`config.mk`:
```
export PLATFORM = sky130hd
export DESIGN_NAME = go_back_n_arq_link_core
export DESIGN_NICKNAME = d
export VERILOG_FILES = /design/src/rtl/gbn_pkg.sv /design/src/rtl/go_back_n_arq_link_core.sv /design/src/rtl/gbn_store.sv /design/src/rtl/gbn_ctrl.sv
export SDC_FILE = /design/constraint.sdc
export NUM_CORES = 1
export LEC_CHECK = 0
export BUFFER_PORTS_ARGS = -buffer_cell sky130_fd_sc_hd__buf_2
export CAP_MARGIN = 20
export CORE_ASPECT_RATIO = 2
export CORE_MARGIN = 4
export CORE_UTILIZATION = 65
export CTS_BUF_LIST = sky130_fd_sc_hd__clkbuf_2 sky130_fd_sc_hd__clkbuf_4 sky130_fd_sc_hd__clkbuf_8
export CTS_CLUSTER_SIZE = 28
export DETAILED_ROUTE_END_ITERATION = 10
export PLACE_DENSITY_LB_ADDON = 0.2
export REMOVE_ABC_BUFFERS = 1
export SLEW_MARGIN = 10
export SYNTH_ARGS = -nofsm -noshare
export SYNTH_HDL_FRONTEND = slang
export SYNTH_HIERARCHICAL = 1
export SYNTH_SLANG_ARGS = --single-unit
```
`constraint.sdc`:
```
create_clock -name clk -period 15.6 [get_ports clk]
set_clock_uncertainty 0.2 [all_clocks]
set_input_delay 2.34 -clock clk [delete_from_list [all_inputs] [get_ports clk]]
set_output_delay 2.34 -clock clk [all_outputs]
set_load 0.02 [all_outputs]
```
`src/rtl/gbn_pkg.sv`:
```
// Package of the go-back-N link core: widths, codes, state encoding and structs.
// Used by every module of the block; depends on nothing.
package gbn_pkg;

    localparam int PAYLOAD_BITS = 32;
    localparam int AGE_BITS     = 24;
    localparam int LIMIT_BITS   = 24;
    localparam int SEQ_BITS     = 2;
    localparam int CNT_BITS     = SEQ_BITS + 1;
    localparam int WINDOW       = 1 << SEQ_BITS;
    localparam int CMP_BITS     = (AGE_BITS > LIMIT_BITS) ? AGE_BITS : LIMIT_BITS;
    localparam int STATUS_BITS  = 3;

    localparam int IN_TDATA_BITS  = ((SEQ_BITS + PAYLOAD_BITS + 7) / 8) * 8;
    localparam int OUT_TDATA_BITS = ((SEQ_BITS + PAYLOAD_BITS + STATUS_BITS + 7) / 8) * 8;
    localparam int STATUS_LSB     = SEQ_BITS + PAYLOAD_BITS;

    typedef logic [SEQ_BITS-1:0]     seq_t;
    typedef logic [CNT_BITS-1:0]     count_t;
    typedef logic [PAYLOAD_BITS-1:0] payload_t;
    typedef logic [AGE_BITS-1:0]     age_t;
    typedef logic [LIMIT_BITS-1:0]   limit_t;
    typedef logic [WINDOW-1:0]       slot_mask_t;

    localparam limit_t TIMEOUT_RESET = LIMIT_BITS'(5000000);
    localparam seq_t   DUP_ACK_DIST  = SEQ_BITS'(3);
    localparam seq_t   LAST_RX_RESET = SEQ_BITS'(3);

    typedef enum logic [1:0] {
        OP_SEND = 2'd0,
        OP_ACK  = 2'd1,
        OP_DATA = 2'd2,
        OP_TICK = 2'd3
    } op_t;

    typedef enum logic [1:0] {
        KIND_STATUS  = 2'd0,
        KIND_DATA    = 2'd1,
        KIND_ACK     = 2'd2,
        KIND_DELIVER = 2'd3
    } kind_t;

    typedef enum logic [STATUS_BITS-1:0] {
        STAT_OK        = 3'd0,
        STAT_FULL      = 3'd1,
        STAT_DUP_ACK   = 3'd2,
        STAT_QUEUE_ERR = 3'd3,
        STAT_DUP_DATA  = 3'd4,
        STAT_DROPPED   = 3'd5,
        STAT_RETX      = 3'd6
    } status_t;

    typedef enum logic [2:0] {
        S_IDLE,
        S_RES,
        S_ACK2,
        S_AGE,
        S_AGE_LAST,
        S_RETX
    } state_t;

    typedef struct packed {
        kind_t    kind;
        seq_t     seq;
        payload_t payload;
        status_t  status;
        logic     last;
    } result_t;

    typedef struct packed {
        logic       pay_we;
        seq_t       pay_waddr;
        payload_t   pay_wdata;
        logic       pay_re;
        seq_t       pay_raddr;
        logic       age_we;
        seq_t       age_waddr;
        age_t       age_wdata;
        logic       age_re;
        seq_t       age_raddr;
        slot_mask_t age_clr;
    } store_req_t;

endpackage

```
`src/rtl/go_back_n_arq_link_core.sv`:
```
// Go-back-N link core with a four-frame window: stream ports, output register.
// Instantiates gbn_ctrl and gbn_store; depends on gbn_pkg.
//
// A send, ACK or received-data transaction is taken in one cycle and its result is
// offered in the next; a delivery is followed by its ACK frame, and a tick with no
// frame outstanding gives its status result the same way. A tick with N frames
// outstanding walks the age memory one slot per cycle through its single read port
// and write port, then writes back the last slot and either offers the status
// result or, on a timeout, resends the N frames from the payload memory at one per
// cycle while the output register takes them. The output register lets the next
// input transaction be taken while the last result still waits downstream. Ages
// need no clearing pass after reset.
module go_back_n_arq_link_core import gbn_pkg::*;
(
    input  logic                      clk,
    input  logic                      rst_n,
    input  logic                      s_tvalid,
    output logic                      s_tready,
    input  logic [IN_TDATA_BITS-1:0]  s_tdata,   // seq_num, payload, zero fill
    input  logic [1:0]                s_tuser,   // operation
    output logic                      m_tvalid,
    input  logic                      m_tready,
    output logic [OUT_TDATA_BITS-1:0] m_tdata,   // frame_seq, frame_payload, status, zero fill
    output logic [1:0]                m_tuser,   // frame_kind
    output logic                      m_tlast,   // last
    input  logic                      cfg_we,
    input  logic [LIMIT_BITS-1:0]     cfg_wdata  // timeout_limit
);

    store_req_t req;
    payload_t   pay_rdata;
    age_t       age_rdata;
    logic       res_valid;
    logic       res_ready;
    result_t    res;
    logic       out_valid_reg;
    result_t    out_res_reg;

    gbn_ctrl u_ctrl (
        .clk        (clk),
        .rst_n      (rst_n),
        .in_valid   (s_tvalid),
        .in_ready   (s_tready),
        .in_op      (op_t'(s_tuser)),
        .in_seq     (s_tdata[SEQ_BITS-1:0]),
        .in_payload (s_tdata[SEQ_BITS +: PAYLOAD_BITS]),
        .cfg_we     (cfg_we),
        .cfg_wdata  (cfg_wdata),
        .res_valid  (res_valid),
        .res_ready  (res_ready),
        .res        (res),
        .req        (req),
        .pay_rdata  (pay_rdata),
        .age_rdata  (age_rdata)
    );

    gbn_store u_store (
        .clk       (clk),
        .rst_n     (rst_n),
        .req       (req),
        .pay_rdata (pay_rdata),
        .age_rdata (age_rdata)
    );

    assign res_ready = !out_valid_reg || m_tready;

    always_ff @(posedge clk or negedge rst_n)
    begin
        if (!rst_n)
        begin
            out_valid_reg <= 1'b0;
        end
        else if (res_ready)
        begin
            out_valid_reg <= res_valid;
        end
    end

    always_ff @(posedge clk)
    begin
        if (res_ready && res_valid)
        begin
            out_res_reg <= res;
        end
    end

    assign m_tvalid = out_valid_reg;
    assign m_tdata  = OUT_TDATA_BITS'({out_res_reg.status, out_res_reg.payload,
                                       out_res_reg.seq});
    assign m_tuser  = out_res_reg.kind;
    assign m_tlast  = out_res_reg.last;

endmodule

```
`src/rtl/gbn_store.sv`:
```
// Window store of the go-back-N link core: payload memory and age memory.
// Both memories have registered reads; age entries carry valid bits.
// Depends on gbn_pkg.
module gbn_store import gbn_pkg::*;
(
    input  logic       clk,
    input  logic       rst_n,
    input  store_req_t req,
    output payload_t   pay_rdata,
    output age_t       age_rdata
);

    payload_t   pay_mem [WINDOW];
    age_t       age_mem [WINDOW];
    payload_t   pay_rdata_reg;
    age_t       age_rdata_reg;
    logic       age_rvalid_reg;
    slot_mask_t age_valid_reg;
    slot_mask_t age_valid_next;

    always_ff @(posedge clk)
    begin
        if (req.pay_we)
        begin
            pay_mem[req.pay_waddr] <= req.pay_wdata;
        end
        if (req.pay_re)
        begin
            pay_rdata_reg <= pay_mem[req.pay_raddr];
        end
        if (req.age_we)
        begin
            age_mem[req.age_waddr] <= req.age_wdata;
        end
        if (req.age_re)
        begin
            age_rdata_reg <= age_mem[req.age_raddr];
        end
    end

    // An age entry that is not valid reads as zero.
    always_comb
    begin
        age_valid_next = age_valid_reg & ~req.age_clr;
        if (req.age_we)
        begin
            age_valid_next[req.age_waddr] = 1'b1;
        end
    end

    always_ff @(posedge clk or negedge rst_n)
    begin
        if (!rst_n)
        begin
            age_valid_reg  <= '0;
            age_rvalid_reg <= 1'b0;
        end
        else
        begin
            age_valid_reg <= age_valid_next;
            if (req.age_re)
            begin
                age_rvalid_reg <= age_valid_reg[req.age_raddr];
            end
        end
    end

    assign pay_rdata = pay_rdata_reg;
    assign age_rdata = age_rvalid_reg ? age_rdata_reg : '0;

endmodule

```
`src/rtl/gbn_ctrl.sv`:
```
// Sequencer of the go-back-N link core: window pointers, receiver state,
// timeout register and the state machine that drives the window store.
// Depends on gbn_pkg.
module gbn_ctrl import gbn_pkg::*;
(
    input  logic       clk,
    input  logic       rst_n,
    input  logic       in_valid,
    output logic       in_ready,
    input  op_t        in_op,
    input  seq_t       in_seq,
    input  payload_t   in_payload,
    input  logic       cfg_we,
    input  limit_t     cfg_wdata,
    output logic       res_valid,
    input  logic       res_ready,
    output result_t    res,
    output store_req_t req,
    input  payload_t   pay_rdata,
    input  age_t       age_rdata
);

    state_t  state_reg, state_next;
    seq_t    next_send_reg, next_send_next;
    seq_t    oldest_reg, oldest_next;
    count_t  count_reg, count_next;
    seq_t    last_rx_reg, last_rx_next;
    limit_t  limit_reg;
    result_t res_reg, res_next;
    logic    more_reg, more_next;
    seq_t    start_reg, start_next;
    count_t  cnt_reg, cnt_next;
    seq_t    idx_reg, idx_next;
    logic    pend_reg, pend_next;
    seq_t    pend_slot_reg, pend_slot_next;
    logic    expired_reg, expired_next;

    logic       accept;
    seq_t       ack_span;
    count_t     retire_n;
    logic       underflow;
    slot_mask_t ack_clr;
    seq_t       slot_cur;
    age_t       age_inc;
    logic       age_over;
    logic       last_slot;

    assign accept    = in_valid && (state_reg == S_IDLE);
    assign ack_span  = in_seq - oldest_reg;
    assign retire_n  = CNT_BITS'(ack_span) + CNT_BITS'(1);
    assign underflow = count_reg < retire_n;
    assign slot_cur  = start_reg + idx_reg;
    assign age_inc   = (age_rdata == '1) ? age_rdata : age_rdata + AGE_BITS'(1);
    assign age_over  = CMP_BITS'(age_inc) > CMP_BITS'(limit_reg);
    assign last_slot = CNT_BITS'(idx_reg) == (cnt_reg - CNT_BITS'(1));

    always_comb
    begin
        ack_clr = '0;
        for (int i = 0; i < WINDOW; i++)
        begin
            if (SEQ_BITS'(i) <= ack_span)
            begin
                ack_clr[oldest_reg + SEQ_BITS'(i)] = 1'b1;
            end
        end
    end

    always_comb
    begin
        state_next = state_reg;
        unique case (state_reg)
            S_IDLE:
            begin
                if (accept)
                begin
                    if ((in_op == OP_TICK) && (count_reg != '0))
                    begin
                        state_next = S_AGE;
                    end
                    else
                    begin
                        state_next = S_RES;
                    end
                end
            end
            S_RES:
            begin
                if (res_ready)
                begin
                    state_next = more_reg ? S_ACK2 : S_IDLE;
                end
            end
            S_ACK2:
            begin
                if (res_ready)
                begin
                    state_next = S_IDLE;
                end
            end
            S_AGE:
            begin
                if (last_slot)
                begin
                    state_next = S_AGE_LAST;
                end
            end
            S_AGE_LAST:
            begin
                state_next = (expired_reg || age_over) ? S_RETX : S_RES;
            end
            S_RETX:
            begin
                if (res_ready && last_slot)
                begin
                    state_next = S_IDLE;
                end
            end
            default:
            begin
                state_next = S_IDLE;
            end
        endcase
    end

    always_comb
    begin
        next_send_next = next_send_reg;
        oldest_next    = oldest_reg;
        count_next     = count_reg;
        last_rx_next   = last_rx_reg;
        res_next       = res_reg;
        more_next      = more_reg;
        start_next     = start_reg;
        cnt_next       = cnt_reg;
        idx_next       = idx_reg;
        pend_next      = pend_reg;
        pend_slot_next = pend_slot_reg;
        expired_next   = expired_reg;
        in_ready       = 1'b0;
        res_valid      = 1'b0;
        res            = res_reg;
        req            = '0;

        unique case (state_reg)
            S_IDLE:
            begin
                in_ready = 1'b1;
                if (accept)
                begin
                    more_next = 1'b0;
                    unique case (in_op)
                        OP_SEND:
                        begin
                            if (count_reg >= CNT_BITS'(WINDOW))
                            begin
                                res_next = '{KIND_STATUS, next_send_reg, '0, STAT_FULL, 1'b1};
                            end
                            else
                            begin
                                req.pay_we     = 1'b1;
                                req.pay_waddr  = next_send_reg;
                                req.pay_wdata  = in_payload;
                                req.age_clr    = slot_mask_t'(1) << next_send_reg;
                                count_next     = count_reg + CNT_BITS'(1);
                                next_send_next = next_send_reg + SEQ_BITS'(1);
                                res_next = '{KIND_DATA, next_send_reg, in_payload, STAT_OK, 1'b1};
                            end
                        end
                        OP_ACK:
                        begin
                            if (ack_span >= DUP_ACK_DIST)
                            begin
                                res_next = '{KIND_STATUS, in_seq, '0, STAT_DUP_ACK, 1'b1};
                            end
                            else
                            begin
                                req.age_clr = ack_clr;
                                count_next  = underflow ? '0 : count_reg - retire_n;
                                oldest_next = oldest_reg + retire_n[SEQ_BITS-1:0];
                                res_next = '{KIND_STATUS, in_seq, '0,
                                             underflow ? STAT_QUEUE_ERR : STAT_OK, 1'b1};
                            end
                        end
                        OP_DATA:
                        begin
                            if (in_seq == (last_rx_reg + SEQ_BITS'(1)))
                            begin
                                last_rx_next = in_seq;
                                more_next    = 1'b1;
                                res_next = '{KIND_DELIVER, in_seq, in_payload, STAT_OK, 1'b0};
                            end
                            else if (in_seq == last_rx_reg)
                            begin
                                res_next = '{KIND_ACK, in_seq, '0, STAT_DUP_DATA, 1'b1};
                            end
                            else
                            begin
                                res_next = '{KIND_STATUS, in_seq, '0, STAT_DROPPED, 1'b1};
                            end
                        end
                        OP_TICK:
                        begin
                            res_next     = '{KIND_STATUS, '0, '0, STAT_OK, 1'b1};
                            start_next   = next_send_reg - count_reg[SEQ_BITS-1:0];
                            cnt_next     = count_reg;
                            idx_next     = '0;
                            pend_next    = 1'b0;
                            expired_next = 1'b0;
                        end
                        default:
                        begin
                            res_next = res_reg;
                        end
                    endcase
                end
            end
            S_RES:
            begin
                res_valid = 1'b1;
                res       = res_reg;
            end
            S_ACK2:
            begin
                res_valid = 1'b1;
                res       = '{KIND_ACK, res_reg.seq, '0, STAT_OK, 1'b1};
            end
            S_AGE:
            begin
                // Read one slot while the previous slot's aged value is written back.
                req.age_re    = 1'b1;
                req.age_raddr = slot_cur;
                if (pend_reg)
                begin
                    req.age_we    = 1'b1;
                    req.age_waddr = pend_slot_reg;
                    req.age_wdata = age_inc;
                    expired_next  = expired_reg || age_over;
                end
                pend_next      = 1'b1;
                pend_slot_next = slot_cur;
                idx_next       = last_slot ? '0 : idx_reg + SEQ_BITS'(1);
            end
            S_AGE_LAST:
            begin
                req.age_we    = 1'b1;
                req.age_waddr = pend_slot_reg;
                req.age_wdata = age_inc;
                pend_next     = 1'b0;
                if (expired_reg || age_over)
                begin
                    req.pay_re    = 1'b1;
                    req.pay_raddr = start_reg;
                end
            end
            S_RETX:
            begin
                res_valid = 1'b1;
                res       = '{KIND_DATA, slot_cur, pay_rdata, STAT_RETX, last_slot};
                if (res_ready)
                begin
                    req.age_clr = slot_mask_t'(1) << slot_cur;
                    if (!last_slot)
                    begin
                        idx_next      = idx_reg + SEQ_BITS'(1);
                        req.pay_re    = 1'b1;
                        req.pay_raddr = slot_cur + SEQ_BITS'(1);
                    end
                end
            end
            default:
            begin
                res_valid = 1'b0;
            end
        endcase
    end

    always_ff @(posedge clk or negedge rst_n)
    begin
        if (!rst_n)
        begin
            state_reg     <= S_IDLE;
            next_send_reg <= '0;
            oldest_reg    <= '0;
            count_reg     <= '0;
            last_rx_reg   <= LAST_RX_RESET;
            limit_reg     <= TIMEOUT_RESET;
            more_reg      <= 1'b0;
            start_reg     <= '0;
            cnt_reg       <= '0;
            idx_reg       <= '0;
            pend_reg      <= 1'b0;
            pend_slot_reg <= '0;
            expired_reg   <= 1'b0;
        end
        else
        begin
            state_reg     <= state_next;
            next_send_reg <= next_send_next;
            oldest_reg    <= oldest_next;
            count_reg     <= count_next;
            last_rx_reg   <= last_rx_next;
            more_reg      <= more_next;
            start_reg     <= start_next;
            cnt_reg       <= cnt_next;
            idx_reg       <= idx_next;
            pend_reg      <= pend_next;
            pend_slot_reg <= pend_slot_next;
            expired_reg   <= expired_next;
            if (cfg_we)
            begin
                limit_reg <= cfg_wdata;
            end
        end
    end

    always_ff @(posedge clk)
    begin
        res_reg <= res_next;
    end

endmodule

```
==> results of run 1 <==
==> layout make-up <==
class / count / area (um^2) / share of cell area, %
Antenna cell: 1 / 2.502 / 0.01265
Clock buffer: 66 / 845.8 / 4.275
Clock inverter: 34 / 270.3 / 1.366
Inverter: 55 / 206.4 / 1.044
Multi-Input combinational cell: 606 / 5179 / 26.18
Sequential cell: 414 / 12170 / 61.54
Tap cell: 348 / 435.4 / 2.201
Timing Repair Buffer: 122 / 670.6 / 3.390
==> layer usage <==
layer / up-vias / GRT usage, % / wire, um
met5: - / 0 / 0
met3: 94 / 3.887 / 1550
li1: 4485 / - / -
met2: 286 / 47.19 / 20860
met1: 4886 / 25.96 / 12070
met4: 0 / 13.15 / 2014
==> critical path, delay by kind of cell, from the launching register on <==
| kind | cells | cell delay, ns |
|---|---|---|
| fa+ha+maj | 1 | 0.36 |
| flops | 1 | 0.79 |
| compound gates | 3 | 0.74 |
| mux | 1 | 0.54 |
| simple gates | 8 | 2.18 |
| buf+inv | 1 | 0.34 |
| xor+xnor | 1 | 0.54 |
==> placed cells by master, fill, tap and decap left out, types with 15 or more instances in the layout <==
master	synthesis	routed
sky130_fd_sc_hd__inv_1	54	53
sky130_fd_sc_hd__buf_4	4	15
sky130_fd_sc_hd__ha_1	49	49
sky130_fd_sc_hd__nor2b_1	43	43
sky130_fd_sc_hd__nand2_1	61	61
sky130_fd_sc_hd__a21oi_1	21	20
sky130_fd_sc_hd__xnor2_1	21	21
sky130_fd_sc_hd__mux4_2	50	50
sky130_fd_sc_hd__and2_1	84	84
sky130_fd_sc_hd__o21ai_0	57	56
sky130_fd_sc_hd__nor2_1	36	27
sky130_fd_sc_hd__clkbuf_8	0	56
sky130_fd_sc_hd__a22o_1	32	32
sky130_fd_sc_hd__edfxtp_1	360	360
sky130_fd_sc_hd__buf_2	17	106
sky130_fd_sc_hd__dfrtp_1	44	44
sky130_fd_sc_hd__xor2_1	15	15
==> cell families (layout without fill, tap and decap cells) <==
group | count (synthesis) | count (layout) | share of synthesized area, %
flops | 414 | 414 | 68.55
simple gates | 299 | 299 | 9.498
compound gates | 152 | 152 | 5.735
buf+inv | 109 | 277 | 2.987
mux | 65 | 65 | 7.771
fa+ha+maj | 50 | 50 | 3.565
xor+xnor | 37 | 37 | 1.867
other cells | 1 | 4 | 0.02112
==> power groups by stage <==
stage / combinational [W] / clock (W) / sequential, W
final: 0.000799 / 0.000816 / 0.00151
after global routing: 0.000879 / 0.000884 / 0.00152
after CTS: 0.000808 / 0.000835 / 0.00151
after detailed placement: 0.000802 / 0 / 0.00153
after global placement: 0.000781 / 0 / 0.00152
after floorplan: 0.000467 / 0 / 0.00157
==> per-stage QoR <==
step	power, W	hold slack (ns)
2_1_floorplan	0.002032	0.2419
3_3_place_gp	0.002303	0.2545
6_report	0.003122	0.2706
4_1_cts	0.003152	0.2752
5_1_grt	0.003285	0.3103
3_5_place_dp	0.002331	0.2591
==> worst paths after layout <==
kind | slack, ns | depth (start not counted) | end | startpoint
worst max-delay path | 9.56 | 15 | u_store/pay_rdata[18]$_DFFE_PP_ | u_store/age_rvalid_reg$_DFFE_PN0P_
worst min-delay path | 0.27 | 1 | u_ctrl/pend_slot_reg[0]$_DFFE_PN0P_ | u_ctrl/pend_slot_reg[0]$_DFFE_PN0P_
worst max register to register | 9.56 | 15 | u_store/pay_rdata[18]$_DFFE_PP_ | u_store/age_rvalid_reg$_DFFE_PN0P_
worst min register to register | 0.27 | 1 | u_ctrl/pend_slot_reg[0]$_DFFE_PN0P_ | u_ctrl/pend_slot_reg[0]$_DFFE_PN0P_
max in group asynchronous | 13.03 | 2 | u_store/age_valid_reg[0]$_DFF_PN0_ | rst_n
min in group asynchronous | 1.68 | 2 | u_ctrl/more_reg$_DFFE_PN0P_ | rst_n
==> run_summary.xml, run 1 <==
<?xml version="1.0" encoding="UTF-8"?>
<metrics>
  <group name="clocking">
    <metric name="clk_root_buffer_cell" unit="">sky130_fd_sc_hd__clkbuf_8</metric>
    <metric name="sinks_on_clock_net" unit="">414</metric>
    <metric name="cts_hold_buffers" unit="">0</metric>
    <metric name="cts_inserted_buffers" unit="">53</metric>
    <metric name="post_cts_resized" unit="">0</metric>
    <metric name="tritoncts_clock_tree" unit="">yes</metric>
    <metric name="number_of_levels_in_the_clock_h_tree" unit="">2</metric>
    <metric name="ctsLongestPathBuffers" unit="">3</metric>
    <metric name="cts.reportedPaths.clkPinSlew" unit="ns">0.07</metric>
    <metric name="cts_setup_buffers" unit="">0</metric>
    <metric name="clock_insertion_delay_worst_skew" unit="ns">0.60</metric>
  </group>
  <group name="worst_hold_path">
    <metric name="hold_class" unit="">reg -&gt; reg</metric>
  </group>
  <group name="power_and_ir_drop">
    <metric name="internal-power" unit="W">0.002131</metric>
    <metric name="power.share.sequential" unit="%">48.3</metric>
    <metric name="p_sw" unit="W">0.0009906</metric>
    <metric name="share_comb_of_total_power" unit="%">25.6</metric>
    <metric name="irDropWorstVdd" unit="mV">0.1014</metric>
    <metric name="power.share.clock" unit="%">26.1</metric>
    <metric name="power.switching_fraction" unit="%">31.73</metric>
    <metric name="leakage" unit="nW">7.462</metric>
    <metric name="power_per_cell_area" unit="nW/um^2">157.8</metric>
  </group>
  <group name="floorplanning">
    <metric name="floorplan.core_area" unit="um^2">26910</metric>
    <metric name="dieHeight" unit="um">241.8</metric>
    <metric name="placement_rows" unit="">85</metric>
    <metric name="floorplan.die.width" unit="um">124.9</metric>
    <metric name="boundaryPins" unit="">116</metric>
    <metric name="start_util" unit="%">66.00</metric>
    <metric name="floorplan.die_area" unit="um^2">30190</metric>
  </group>
  <group name="timing">
    <metric name="fin_ws" unit="ns">9.560</metric>
    <metric name="timing.final.max_slew_violations" unit="">0</metric>
    <metric name="rsz0062_at_grt" unit="">no</metric>
    <metric name="setup_total_negative_slack" unit="ns">0</metric>
    <metric name="max_slew_margin" unit="%">27.74</metric>
    <metric name="timing.fmax" unit="MHz">165.6</metric>
    <metric name="layout_min_cycle_time" unit="ns">6.040</metric>
    <metric name="finalHoldViolations" unit="">0</metric>
    <metric name="tightestPinTransition" unit="ns">1.081</metric>
    <metric name="setup_viol_count_final" unit="">0</metric>
    <metric name="final_min_period_over_clock_period" unit="%">38.72</metric>
  </group>
  <group name="layout">
    <metric name="fraction_of_final_layout_cells_with_drive_strength_greater_than_1" unit="%">23.90</metric>
    <metric name="final_design_area_no_fill" unit="um^2">19780</metric>
    <metric name="final_core_util" unit="%">73.53</metric>
    <metric name="largest_register_ff_count" unit="">128</metric>
    <metric name="syn2layout_area_growth" unit="%">11.41</metric>
    <metric name="nNetsFinal" unit="">1373</metric>
    <metric name="final_cell_count_no_fill" unit="">1646</metric>
    <metric name="fill_cells" unit="">1723</metric>
  </group>
  <group name="setup_path">
    <metric name="start_kind" unit="">flip-flop</metric>
    <metric name="worstSetupPathType" unit="">reg -&gt; reg</metric>
    <metric name="timing.critical_path.slowest_cell_delay" unit="ns">0.79</metric>
    <metric name="critPathArrivalTime" unit="ns">6.16</metric>
    <metric name="critical_path_required" unit="ns">15.72</metric>
    <metric name="worstPathCellList" unit="">and2_1 &gt; and3_1 &gt; and4_4 &gt; and4_1 &gt; nand3_1 &gt; xnor2_1 &gt; ha_1 &gt; nand4_1 &gt; nor2_1 &gt; a22oi_1 &gt; or4b_2 &gt; o22ai_2 &gt; o32ai_4 &gt; buf_4 &gt; mux4_2</metric>
    <metric name="critical_path_peak_fanout" unit="">32</metric>
    <metric name="end_kind" unit="">flip-flop</metric>
    <metric name="worst_path_max_delay_cell" unit="">sky130_fd_sc_hd__dfrtp_1</metric>
  </group>
  <group name="grt">
    <metric name="grt_start_max_net_pins" unit="">55</metric>
    <metric name="vias_in_the_first_global_route" unit="">10660</metric>
    <metric name="grt_overall_usage" unit="%">24.87</metric>
    <metric name="grt_first_pass_wirelength" unit="mm">57.79</metric>
    <metric name="grt_antenna_before_repair" unit="">1</metric>
    <metric name="globalRouteOverflowTotal" unit="">0</metric>
  </group>
  <group name="logic_synthesis">
    <metric name="synth-main-ff-cell" unit="">sky130_fd_sc_hd__edfxtp_1</metric>
    <metric name="mapped_area" unit="um^2">17760</metric>
    <metric name="yosys.area.top_type" unit="">sky130_fd_sc_hd__edfxtp_1</metric>
    <metric name="share_of_synthesized_registers_carrying_an_async_set_or_reset" unit="%">13.04</metric>
    <metric name="postSynthCellCount" unit="">1127</metric>
    <metric name="post-synth-top-count-cell" unit="">sky130_fd_sc_hd__edfxtp_1</metric>
    <metric name="synth_warnings" unit="">6</metric>
    <metric name="synth-edff-count" unit="">360</metric>
    <metric name="synth_area_leaders" unit="">sky130_fd_sc_hd__edfxtp_1, sky130_fd_sc_hd__mux4_2, sky130_fd_sc_hd__dfrtp_1</metric>
    <metric name="postSynthAreaPerCell" unit="um^2">15.76</metric>
    <metric name="synth_cell_type_count" unit="">71</metric>
    <metric name="synth_seq_cells" unit="">414</metric>
    <metric name="yosysSeqAreaShare" unit="%">68.55</metric>
    <metric name="synth_largest_type_area_fraction" unit="%">60.88</metric>
    <metric name="synth_commonest_cells" unit="">sky130_fd_sc_hd__edfxtp_1, sky130_fd_sc_hd__and2_1, sky130_fd_sc_hd__nand2_1, sky130_fd_sc_hd__o21ai_0, sky130_fd_sc_hd__inv_1</metric>
  </group>
  <group name="placement">
    <metric name="finalWeightedCongestion" unit="">0.8669</metric>
    <metric name="post-place-ws" unit="ns">9.633</metric>
    <metric name="cell_count_after_placement" unit="">1545</metric>
    <metric name="port_buffers" unit="">106</metric>
    <metric name="dpl_cell_area" unit="um^2">18670</metric>
    <metric name="dp_hpwl" unit="mm">23.75</metric>
  </group>
  <group name="routing">
    <metric name="vias_per_cell" unit="">5.924</metric>
    <metric name="drt_first_pass_iters" unit="">5</metric>
    <metric name="drt_iter0_markers" unit="">603</metric>
    <metric name="drt_drc_violations_left" unit="">0</metric>
    <metric name="vias" unit="">9751</metric>
    <metric name="avgRoutedWirePerCell" unit="um">22.17</metric>
    <metric name="wl" unit="mm">36.49</metric>
    <metric name="antenna_violating_nets_post_route" unit="">0</metric>
  </group>
  <group name="run">
    <metric name="max_cap_violations" unit="">0</metric>
  </group>
  <group name="status">
    <metric name="status" unit="">completed</metric>
  </group>
</metrics>
Power figures use the tool's default switching activity.
==> inputs of run 2 (changes only) <==
Settings changed: CORE_UTILIZATION 65 to 63.
Clock period 15.6 ns to 6.3 ns, I/O delays scaled along.
==> run 2 against run 1 <==
Cell count grew 0.18%. Fmax rose by 4.6%. Combinational power increased by 150%. Sequential cell count is the same. Critical path depth unchanged. Routed wire length decreased by 1.1%. Power grew to 2.5 times the previous value. Clock-buffer cell count increased by 7.
==> run_summary.xml, run 2 (synthesized netlist as in run 1, its figures left out) <==
<?xml version="1.0" encoding="UTF-8"?>
<metrics>
  <group name="status">
    <metric name="status" unit="">completed</metric>
  </group>
  <group name="floorplanning">
    <metric name="floorplan.die_area" unit="um^2">31100</metric>
    <metric name="start_util" unit="%">64.22</metric>
    <metric name="boundaryPins" unit="">116</metric>
    <metric name="floorplan.core_area" unit="um^2">27650</metric>
    <metric name="placement_rows" unit="">86</metric>
    <metric name="floorplan.die.width" unit="um">126.7</metric>
    <metric name="dieHeight" unit="um">245.4</metric>
  </group>
  <group name="clocking">
    <metric name="cts_setup_buffers" unit="">0</metric>
    <metric name="ctsLongestPathBuffers" unit="">3</metric>
    <metric name="sinks_on_clock_net" unit="">414</metric>
    <metric name="cts_hold_buffers" unit="">0</metric>
    <metric name="post_cts_resized" unit="">0</metric>
    <metric name="cts.reportedPaths.clkPinSlew" unit="ns">0.07</metric>
    <metric name="tritoncts_clock_tree" unit="">yes</metric>
    <metric name="clk_root_buffer_cell" unit="">sky130_fd_sc_hd__clkbuf_8</metric>
    <metric name="clock_insertion_delay_worst_skew" unit="ns">0.62</metric>
    <metric name="cts_inserted_buffers" unit="">54</metric>
    <metric name="number_of_levels_in_the_clock_h_tree" unit="">2</metric>
  </group>
  <group name="setup_path">
    <metric name="worst_path_max_delay_cell" unit="">sky130_fd_sc_hd__dfrtp_1</metric>
    <metric name="critical_path_required" unit="ns">6.45</metric>
    <metric name="critPathArrivalTime" unit="ns">5.92</metric>
    <metric name="worstPathCellList" unit="">and2_1 &gt; and3_1 &gt; and4_4 &gt; and4_1 &gt; nand3_1 &gt; xnor2_1 &gt; ha_1 &gt; a21oi_1 &gt; nand2_1 &gt; a22oi_1 &gt; or4b_2 &gt; o22ai_2 &gt; o32ai_4 &gt; buf_4 &gt; mux4_2</metric>
    <metric name="end_kind" unit="">flip-flop</metric>
    <metric name="setup_slack_of_the_worst_register_to_register_path" unit="ns">0.53</metric>
    <metric name="worstReg2RegEnd" unit="">u_store/pay_rdata[12]$_DFFE_PP_</metric>
    <metric name="critPathTopFamily" unit="">simple AND/OR/NAND/NOR gates</metric>
    <metric name="critPathLaunch" unit="">u_store/age_rvalid_reg$_DFFE_PN0P_</metric>
    <metric name="timing.critical_path.buf_inv" unit="">1</metric>
    <metric name="worstSetupPathType" unit="">reg -&gt; reg</metric>
    <metric name="start_kind" unit="">flip-flop</metric>
    <metric name="regToRegStartpoint" unit="">u_store/age_rvalid_reg$_DFFE_PN0P_</metric>
    <metric name="critical_path_peak_fanout" unit="">32</metric>
    <metric name="timing.critical_path.slowest_cell_delay" unit="ns">0.75</metric>
    <metric name="ff2ff_path_depth" unit="">15</metric>
  </group>
  <group name="layout">
    <metric name="layout.cells.most_common_list" unit="">sky130_fd_sc_hd__edfxtp_1, sky130_fd_sc_hd__buf_2, sky130_fd_sc_hd__and2_1</metric>
    <metric name="syn2layout_area_growth" unit="%">11.95</metric>
    <metric name="fraction_of_final_layout_cells_with_drive_strength_greater_than_1" unit="%">23.98</metric>
    <metric name="largest_register_ff_count" unit="">128</metric>
    <metric name="final_core_util" unit="%">71.89</metric>
    <metric name="nNetsFinal" unit="">1374</metric>
    <metric name="num_antenna_cells" unit="">0</metric>
    <metric name="final_common_cell" unit="">sky130_fd_sc_hd__edfxtp_1</metric>
  </group>
  <group name="power_and_ir_drop">
    <metric name="power.share.sequential" unit="%">47.5</metric>
    <metric name="totalPowerFinal" unit="W">0.007852</metric>
    <metric name="internal-power" unit="W">0.005420</metric>
    <metric name="power.switching_fraction" unit="%">30.97</metric>
    <metric name="power_per_cell_area" unit="nW/um^2">395.0</metric>
    <metric name="leakage" unit="nW">7.519</metric>
    <metric name="power.share.clock" unit="%">27.3</metric>
    <metric name="irDropWorstVdd" unit="mV">0.2317</metric>
    <metric name="share_comb_of_total_power" unit="%">25.2</metric>
    <metric name="p_sw" unit="W">0.002432</metric>
  </group>
  <group name="timing">
    <metric name="finalHoldViolations" unit="">0</metric>
    <metric name="tightestPinTransition" unit="ns">0.9113</metric>
    <metric name="layout_min_cycle_time" unit="ns">5.773</metric>
    <metric name="setup_viol_count_final" unit="">0</metric>
    <metric name="timing.final.max_slew_violations" unit="">0</metric>
    <metric name="rsz0062_at_grt" unit="">no</metric>
    <metric name="max_slew_margin" unit="%">39.10</metric>
    <metric name="timing.fmax" unit="MHz">173.2</metric>
    <metric name="final_min_period_over_clock_period" unit="%">91.63</metric>
  </group>
  <group name="routing">
    <metric name="wl_met2" unit="mm">20.34</metric>
    <metric name="vias" unit="">9672</metric>
    <metric name="met3WireLength" unit="mm">1.464</metric>
    <metric name="avgRoutedWirePerCell" unit="um">21.89</metric>
    <metric name="wl" unit="mm">36.10</metric>
    <metric name="met1_length" unit="mm">12.20</metric>
    <metric name="antenna_violating_nets_post_route" unit="">0</metric>
    <metric name="drt_iter0_markers" unit="">558</metric>
    <metric name="vias_per_cell" unit="">5.865</metric>
    <metric name="top_layer" unit="">met4</metric>
    <metric name="drt_first_pass_iters" unit="">5</metric>
    <metric name="drt_drc_violations_left" unit="">0</metric>
  </group>
  <group name="placement">
    <metric name="port_buffers" unit="">106</metric>
    <metric name="finalWeightedCongestion" unit="">0.8627</metric>
    <metric name="dp_hpwl" unit="mm">23.29</metric>
  </group>
  <group name="grt">
    <metric name="grt_first_pass_wirelength" unit="mm">56.86</metric>
    <metric name="grt_overall_usage" unit="%">23.98</metric>
    <metric name="grt_start_max_net_pins" unit="">55</metric>
    <metric name="globalRouteOverflowTotal" unit="">0</metric>
    <metric name="vias_in_the_first_global_route" unit="">10510</metric>
    <metric name="grt_antenna_before_repair" unit="">0</metric>
  </group>
  <group name="run">
    <metric name="max_cap_violations" unit="">0</metric>
  </group>
  <group name="worst_hold_path">
    <metric name="hold_class" unit="">in -&gt; async</metric>
  </group>
</metrics>
-- run 2: cell count changes in the layout (fill, tap and decap cells not counted), sizes merged --
cell | previous run | this run
clkinvlp | 7 | 1
inv | 55 | 57
clkbuf | 66 | 73
diode | 1 | 0
clkinv | 23 | 18
bufinv | 4 | 6
-- run 2: layout make-up --
class	count	area (um^2)
Clock buffer	73	898.4
Clock inverter	27	289.0
Fill cell	1757	7774
Inverter	55	206.4
Multi-Input combinational cell	606	5189
Sequential cell	414	12170
Tap cell	352	440.4
Timing Repair Buffer	122	683.2
-- run 2: worst max path at each step --
stage	to	slack, ns	depth (start not counted)
finish	u_store/pay_rdata[12]$_DFFE_PP_	0.53	15
global route	u_store/pay_rdata[12]$_DFFE_PP_	0.15	14
CTS	u_store/pay_rdata[12]$_DFFE_PP_	0.63	14
detailed placement	u_store/pay_rdata[12]$_DFFE_PP_	0.68	14
global placement	u_store/pay_rdata[31]$_DFFE_PP_	0.73	15
floorplan	u_store/pay_rdata[0]$_DFFE_PP_	-1.98	13
-- run 2: power groups by stage --
stage | Sequential, W | Clock, W | Combinational [W]
after global placement | 0.00376 | 0 | 0.00192
after CTS | 0.00373 | 0.00220 | 0.00199
after global routing | 0.00377 | 0.00233 | 0.00217
after detailed placement | 0.00378 | 0 | 0.00198
final | 0.00373 | 0.00215 | 0.00198
after floorplan | 0.00388 | 0 | 0.00116
-- run 2: routing by layer --
| metal | vias up | global-route usage, % |
|---|---|---|
| met3 | 102 | 4.000 |
| met1 | 4815 | 24.95 |
| met5 | - | 0 |
| met2 | 258 | 45.01 |
| met4 | 0 | 13.14 |
| li1 | 4497 | - |
-- run 2: per-stage QoR --
step	hold slack, ns	TNS, ns	instances	setup WS (ns)	area [um^2]
floorplan	0.2419	-63.40	1075	-1.981	17440
global placement	0.2552	0	1547	0.7346	18650
detailed placement	0.2690	0	1548	0.6761	18670
CTS	0.2478	0	1648	0.6281	19860
global route	0.2999	0	1649	0.1476	19880
finish	0.2650	0	1649	0.5273	19880
